[config.mk]
export PLATFORM = sky130hd
export DESIGN_NAME = brovey_pan_fusion
export DESIGN_NICKNAME = d
export VERILOG_FILES = /design/src/bpf_pkg.sv /design/src/bpf_front.sv /design/src/bpf_div_stage.sv /design/src/brovey_pan_fusion.sv
export SDC_FILE = /design/constraint.sdc
export NUM_CORES = 2
export LEC_CHECK = 0
export CORE_MARGIN = 2
export CORE_UTILIZATION = 55
export CTS_BUF_LIST = sky130_fd_sc_hd__clkbuf_8
export CTS_CLUSTER_SIZE = 24
export DETAILED_ROUTE_END_ITERATION = 8
export DONT_BUFFER_PORTS = 1
export HOLD_SLACK_MARGIN = 0.03
export MAX_ROUTING_LAYER = met4
export PLACE_DENSITY = 0.7
export REMOVE_ABC_BUFFERS = 1
export SLEW_MARGIN = 20
export SYNTH_ARGS = -nofsm -noshare
export SYNTH_HDL_FRONTEND = slang
export SYNTH_SLANG_ARGS = --single-unit
export TNS_END_PERCENT = 10
[constraint.sdc]
create_clock -name i_clk -period 9.35 [get_ports i_clk]
set_input_delay 1.4025 -clock i_clk [delete_from_list [all_inputs] [get_ports i_clk]]
set_output_delay 1.4025 -clock i_clk [all_outputs]
set_load 0.05 [all_outputs]
[src/bpf_pkg.sv]
package bpf_pkg;

    localparam int unsigned PIX_W  = 8;
    localparam int unsigned SUM_W  = 10;
    localparam int unsigned PROD_W = 16;
    localparam int unsigned NUM_W  = 17;
    localparam int unsigned DEN_W  = 11;
    localparam int unsigned QUO_W  = 8;
    localparam int unsigned NCH    = 3;

    typedef struct packed {
        logic [PIX_W-1:0]               pan;
        logic                           zero;
        logic [DEN_W-1:0]               den;
        logic [NCH-1:0][NUM_W-1:0]      rem;
        logic [NCH-1:0][QUO_W-1:0]      quo;
    } t_div_item;

endpackage

[src/bpf_front.sv]
module bpf_front
    import bpf_pkg::*;
(
    input  logic              i_clk,
    input  logic              i_rst_n,
    input  logic              i_valid,
    output logic              o_ready,
    input  logic [PIX_W-1:0]  i_red,
    input  logic [PIX_W-1:0]  i_green,
    input  logic [PIX_W-1:0]  i_blue,
    input  logic [PIX_W-1:0]  i_pan,
    output logic              o_valid,
    input  logic              i_ready,
    output t_div_item         o_item
);

    logic                        r_a_valid;
    logic [SUM_W-1:0]            r_a_sum;
    logic [NCH-1:0][PROD_W-1:0]  r_a_prod;
    logic [PIX_W-1:0]            r_a_pan;
    logic                        r_b_valid;
    t_div_item                   r_b_item;
    t_div_item                   n_b_item;
    logic                        a_ready;

    assign a_ready = !r_b_valid || i_ready;
    assign o_ready = !r_a_valid || a_ready;

    // stage a: colour sum and colour times pan
    always_ff @(posedge i_clk) begin
        if (!i_rst_n) begin
            r_a_valid <= 1'b0;
        end else if (o_ready) begin
            r_a_valid <= i_valid;
        end
        if (o_ready && i_valid) begin
            r_a_sum     <= SUM_W'(i_red) + SUM_W'(i_green) + SUM_W'(i_blue);
            r_a_prod[0] <= PROD_W'(i_red) * PROD_W'(i_pan);
            r_a_prod[1] <= PROD_W'(i_green) * PROD_W'(i_pan);
            r_a_prod[2] <= PROD_W'(i_blue) * PROD_W'(i_pan);
            r_a_pan     <= i_pan;
        end
    end

    // stage b: rounding numerator and doubled denominator
    always_comb begin
        n_b_item.pan  = r_a_pan;
        n_b_item.zero = (r_a_sum == '0);
        n_b_item.den  = {r_a_sum, 1'b0};
        for (int i = 0; i < NCH; i++) begin
            n_b_item.rem[i] = {r_a_prod[i], 1'b0} + NUM_W'(r_a_sum);
            n_b_item.quo[i] = '0;
        end
    end

    always_ff @(posedge i_clk) begin
        if (!i_rst_n) begin
            r_b_valid <= 1'b0;
        end else if (a_ready) begin
            r_b_valid <= r_a_valid;
        end
        if (a_ready && r_a_valid) begin
            r_b_item <= n_b_item;
        end
    end

    assign o_valid = r_b_valid;
    assign o_item  = r_b_item;

endmodule

[src/bpf_div_stage.sv]
module bpf_div_stage
    import bpf_pkg::*;
#(
    parameter int unsigned BIT = 0
) (
    input  logic       i_clk,
    input  logic       i_rst_n,
    input  logic       i_valid,
    output logic       o_ready,
    input  t_div_item  i_item,
    output logic       o_valid,
    input  logic       i_ready,
    output t_div_item  o_item
);

    logic              r_valid;
    t_div_item         r_item;
    t_div_item         n_item;
    logic [NUM_W:0]    dsh;
    logic [NCH-1:0]    ge;

    assign dsh     = (NUM_W+1)'(i_item.den) << BIT;
    assign o_ready = !r_valid || i_ready;

    // one restoring quotient bit per channel
    always_comb begin
        n_item = i_item;
        for (int i = 0; i < NCH; i++) begin
            ge[i] = ({1'b0, i_item.rem[i]} >= dsh);
            if (ge[i]) begin
                n_item.rem[i] = i_item.rem[i] - dsh[NUM_W-1:0];
            end
            n_item.quo[i][BIT] = ge[i];
        end
    end

    always_ff @(posedge i_clk) begin
        if (!i_rst_n) begin
            r_valid <= 1'b0;
        end else if (o_ready) begin
            r_valid <= i_valid;
        end
        if (o_ready && i_valid) begin
            r_item <= n_item;
        end
    end

    assign o_valid = r_valid;
    assign o_item  = r_item;

endmodule

[src/brovey_pan_fusion.sv]
// pipeline: 2 front stages, 8 divider stages, 1 output register
// throughput: one pixel per cycle while i_ready is held high; each divider stage resolves one quotient bit
// stalls fill bubbles stage by stage, nothing is dropped or repeated
// reset: synchronous active-low i_rst_n clears all valid bits, pipeline empty
module brovey_pan_fusion
    import bpf_pkg::*;
(
    input  logic              i_clk,
    input  logic              i_rst_n,
    input  logic              i_valid,
    output logic              o_ready,
    input  logic [PIX_W-1:0]  i_red_in,
    input  logic [PIX_W-1:0]  i_green_in,
    input  logic [PIX_W-1:0]  i_blue_in,
    input  logic [PIX_W-1:0]  i_pan,
    output logic              o_valid,
    input  logic              i_ready,
    output logic [PIX_W-1:0]  o_pan_out,
    output logic [PIX_W-1:0]  o_red_out,
    output logic [PIX_W-1:0]  o_green_out,
    output logic [PIX_W-1:0]  o_blue_out,
    output logic              o_zero_sum
);

    t_div_item         items [QUO_W+1];
    logic              vld   [QUO_W+1];
    logic              rdy   [QUO_W+1];
    logic              r_valid;
    logic [PIX_W-1:0]  r_pan;
    logic [PIX_W-1:0]  r_red;
    logic [PIX_W-1:0]  r_green;
    logic [PIX_W-1:0]  r_blue;
    logic              r_zero;
    logic              out_ready;

    bpf_front u_front (
        .i_clk   (i_clk),
        .i_rst_n (i_rst_n),
        .i_valid (i_valid),
        .o_ready (o_ready),
        .i_red   (i_red_in),
        .i_green (i_green_in),
        .i_blue  (i_blue_in),
        .i_pan   (i_pan),
        .o_valid (vld[0]),
        .i_ready (rdy[0]),
        .o_item  (items[0])
    );

    for (genvar k = 0; k < QUO_W; k++) begin : g_div
        bpf_div_stage #(
            .BIT (QUO_W-1-k)
        ) u_stage (
            .i_clk   (i_clk),
            .i_rst_n (i_rst_n),
            .i_valid (vld[k]),
            .o_ready (rdy[k]),
            .i_item  (items[k]),
            .o_valid (vld[k+1]),
            .i_ready (rdy[k+1]),
            .o_item  (items[k+1])
        );
    end

    assign out_ready     = !r_valid || i_ready;
    assign rdy[QUO_W]    = out_ready;

    // quotient never exceeds pan, so 8 bits already hold the clamp
    always_ff @(posedge i_clk) begin
        if (!i_rst_n) begin
            r_valid <= 1'b0;
        end else if (out_ready) begin
            r_valid <= vld[QUO_W];
        end
        if (out_ready && vld[QUO_W]) begin
            r_pan   <= items[QUO_W].pan;
            r_zero  <= items[QUO_W].zero;
            r_red   <= items[QUO_W].zero ? '0 : items[QUO_W].quo[0];
            r_green <= items[QUO_W].zero ? '0 : items[QUO_W].quo[1];
            r_blue  <= items[QUO_W].zero ? '0 : items[QUO_W].quo[2];
        end
    end

    assign o_valid     = r_valid;
    assign o_pan_out   = r_pan;
    assign o_red_out   = r_red;
    assign o_green_out = r_green;
    assign o_blue_out  = r_blue;
    assign o_zero_sum  = r_zero;

    logic [SUM_W-1:0] out_sum;
    assign out_sum = SUM_W'(r_red) + SUM_W'(r_green) + SUM_W'(r_blue);

    a_share_le_pan: assert property (@(posedge i_clk) disable iff (!i_rst_n)
        r_valid |-> (r_red <= r_pan) && (r_green <= r_pan) && (r_blue <= r_pan))
        else $error("colour output exceeds pan");

    a_sum_near_pan: assert property (@(posedge i_clk) disable iff (!i_rst_n)
        (r_valid && !r_zero) |->
            (out_sum <= SUM_W'(r_pan) + SUM_W'(1)) && (out_sum + SUM_W'(1) >= SUM_W'(r_pan)))
        else $error("rounded colours do not add up to pan");

    a_zero_outputs: assert property (@(posedge i_clk) disable iff (!i_rst_n)
        (r_valid && r_zero) |-> (out_sum == '0))
        else $error("zero sum with nonzero colour");

    a_rem_reduced: assert property (@(posedge i_clk) disable iff (!i_rst_n)
        (vld[QUO_W] && !items[QUO_W].zero) |->
            (items[QUO_W].rem[0] < NUM_W'(items[QUO_W].den)) &&
            (items[QUO_W].rem[1] < NUM_W'(items[QUO_W].den)) &&
            (items[QUO_W].rem[2] < NUM_W'(items[QUO_W].den)))
        else $error("divider remainder not reduced");

endmodule
==> summary.md <==
| Metric | Value |
|---|---|
| Peak supply drop | 0.09698 mV |
| Worst rel slew slack | 29.87% |
| Final setup vio count | 0 |
| Total track usage | 22.57% |
| Initial Utilization | 55.28% |
| Final worst slack | 4.431 ns |
| Number of flops mapped to enable cells by yosys | 752 |
| First-pass GRT wire length | 146400 um |
| 1st-iter DRT viols | 1253 |
| Clk sinks | 763 |
| Utilization after layout | 59.81% |
| Setup Buffers After CTS | 0 |
| Avg Inst Size Synth | 12.10 sq um |
| Fill count | 6618 |
| Final Net Count | 4373 |
| Largest net degree at the start of global routing | 83 |
| Post-Synth Adder-Cell Area | 16.60% |
| Vias | 27448 |
| RSZ-0062 raised after global routing | no |
| Die W | 290.6 um |
| Post-synth ARST share | 0% |
| Top cell type's share of synthesized area | 49.99% |
| Clk buf depth | 3 |
| Area Growth Syn to Fin | 8.188% |
| Area of the multi-input gates | 20970 sq um |
| Pwr/cell area | 183.5 nW/um^2 |
| Skew final | 0.03024 ns |
| Run status | complete, no violations |
| Root Buffer Master | clkbuf_8 |
| Leakage | 19.22 nW |
| Core Footprint | 81720 sq um |
| I/O Buffers | 0 |
| Fmax | 0.2033 GHz |
| Die Ht | 290.6 um |
| Synthesized instance count | 3733 |
| Worst-path clk slew | 0.06 ns |
| Max_cap viols | 0 |
| CP Launch Type | input port |
| CP Capture Type | flip-flop |
| Slew Viols, Final | 0 |
| Vias per cell | 5.497 |
| First-pass DRT Iterations | 5 |
| Share of layout cells above drive strength 1 | 8.008% |
| Mux cell area share after synthesis | 3.183% |
| Ys Warns | 0 |
| CTS tree | done |
| TritonCTS Buffers | 121 |
| Worst EP arrival | 5.42 ns |
| Level count of the clock H-tree | 3 |
| Setup total negative slack | 0 ns |
| Final RePlAce weighted congestion | 0.9079 |
| Residual DRC count | 0 |
| Area contributors post-synth | edfxtp_1, ha_1, fa_1 |
| Synth Area in XOR/XNOR | 4.750% |
| Rows | 105 |
| Wirelength per Cell | 18.34 um |
| Hold WC Path Type | reg2reg |
| Main combinational cell family by area after synthesis | adder cells |
| CP Class | in2reg |
| Vias in the first global route | 27993 |
| Ys flop type | edfxtp_1 |
| Worst slew pin tran | 1.052 ns |
| Tmin final | 4.919 ns |
| Final Cycle Share | 52.61% |
| Register area | 22800 sq um |
| Pre-CTS WS | 3.699 ns |
| Final WL | 91560 um |
| Final hold vios | 0 |
| I/O pin count | 71 |
| Post-Syn Area | 45170 sq um |
| Post-synthesis simple-gate area fraction | 11.64% |
| Die area | 84440 sq um |
| Antenna violations before repair | 1 |
| Crit-path max FO | 25 |
| Compound-gate portion of the synthesized area | 10.03% |
| CTS Hold Bufs | 0 |
| WP data required | 9.85 ns |
| Clock insertion delay at the later pin of the skew report | 0.75 ns |
| Yosys reg bits | 763 |
| Routed Antenna Nets | 0 |
| Post-CTS sizing | 0 |
| Synth area leader | edfxtp_1 |
| Synth unique cells | 87 |
| Remaining global-route overflow | 0 |
| Seq/Total Area, Yosys | 50.48% |
| HPWL Detailed | 71680 um |
path summary, 6_finish.rpt:
path	cells past startpoint	to	startpoint	slack (ns)
worst max register to register	8	g_div[1].u_stage.o_item[40]$_DFFE_PP_	g_div[0].u_stage.o_item[77]$_DFFE_PP_	5.68
worst max-delay path	14	u_front.r_a_prod[47]$_DFFE_PP_	i_pan[7]	4.43
worst min-delay path	0	g_div[6].u_stage.o_item[7]$_DFFE_PP_	g_div[5].u_stage.o_item[7]$_DFFE_PP_	0.41
worst min register to register	0	g_div[6].u_stage.o_item[7]$_DFFE_PP_	g_div[5].u_stage.o_item[7]$_DFFE_PP_	0.41
layout by cell type, fill, tap and decap left out, drive strengths merged, types with 15 or more instances in the layout:
master	synthesis	routed
a211oi	30	30
a21o	61	61
a21oi	200	200
a31oi	21	21
and2	165	165
and3	21	21
clkbuf	32	123
clkinv	0	51
edfxtp	752	752
fa	134	134
ha	385	385
inv	334	374
mux2	93	93
mux2i	39	39
nand2	219	219
nand2b	44	44
nand3	39	39
nand3b	17	17
nand4	37	37
nor2	194	194
nor2b	82	82
nor3	59	59
nor4	40	40
o2111ai	15	15
o211ai	15	15
o21a	46	46
o21ai	158	158
o31ai	22	22
o41ai	18	18
or4	23	23
xnor2	150	150
xor2	95	95
registers in the layout, summed over array words and instances, names as in the netlist, 8 cells and up:
name / cells
g_div.u_stage.o_valid: 8
o_blue_out: 8
u_front.r_a_prod: 48
u_front.r_a_sum: 10
o_red_out: 8
g_div.u_stage.o_item: 586
o_pan_out: 8
u_front.r_a_pan: 8
u_front.o_item: 67
o_green_out: 8
Yosys cell counts, types with 23 or more instances:
library cell,number
a211oi_1,30
a21o_1,61
a21oi_1,200
and2_1,165
clkbuf_1,32
edfxtp_1,752
fa_1,134
ha_1,385
inv_1,332
mux2_2,93
mux2i_1,39
nand2_1,218
nand2b_1,43
nand3_1,38
nand4_1,37
nor2_1,194
nor2b_1,82
nor3_1,59
nor4_1,38
o21a_1,45
o21ai_0,149
or4_1,23
xnor2_1,150
xor2_1,95
critical path, stage by stage:
cell	delay, ns
nand2_1	0.06
fa_1	0.52
fa_1	0.54
inv_1	0.05
fa_1	0.52
inv_1	0.05
fa_1	0.52
inv_1	0.04
ha_1	0.33
o21ai_0	0.22
a21oi_1	0.10
o41ai_2	0.50
mux2i_1	0.14
a2111oi_0	0.40
cell families after synthesis:
| kind of cell | after synthesis |
|---|---|
| buffers and inverters | 386 |
| and+or+nand+nor | 996 |
| xor gates and xnor gates | 245 |
| adders and majority gates | 519 |
| muxes | 132 |
| AOI/OAI and AO/OA | 692 |
| DFF | 763 |
report_power, final:
group | leakage [nW] | internal (mW) | switching (mW)
combinational | 10.9 | 0.943 | 1.09
sequential | 7.02 | 4.07 | 0.124
clock | 1.34 | 1.46 | 1.29
metal layers:
metal | wire length [um] | track usage [%] | part of all wire [%]
met5 | 0 | - | 0
met4 | 4307 | 10.59 | 4.7
met3 | 2645 | 2.753 | 2.9
met2 | 49040 | 41.92 | 54
met1 | 35570 | 23.71 | 39
cell type report:
class,instances,share of cell area [%]
antenna,2,0.01024
sequential,763,46.66
inverter,334,2.570
clock inverter,103,1.416
multi-input combinational,2584,42.91
clock buffer,123,3.464
timing repair buffer,14,0.2304
tap,1070,2.739
stage by stage:
step | total power, mW | hold slack, ns | instance area (sq um) | instances
after floorplan | 5.891 | 0.4003 | 44930 | 3681
after global placement | 6.261 | 0.4004 | 46470 | 4764
after detailed placement | 6.299 | 0.4045 | 46480 | 4765
after CTS | 9.080 | 0.3908 | 48870 | 4991
after global routing | 9.532 | 0.3978 | 48870 | 4993
final | 8.970 | 0.4070 | 48870 | 4993
Note: power is estimated with default switching activity, not from simulation.
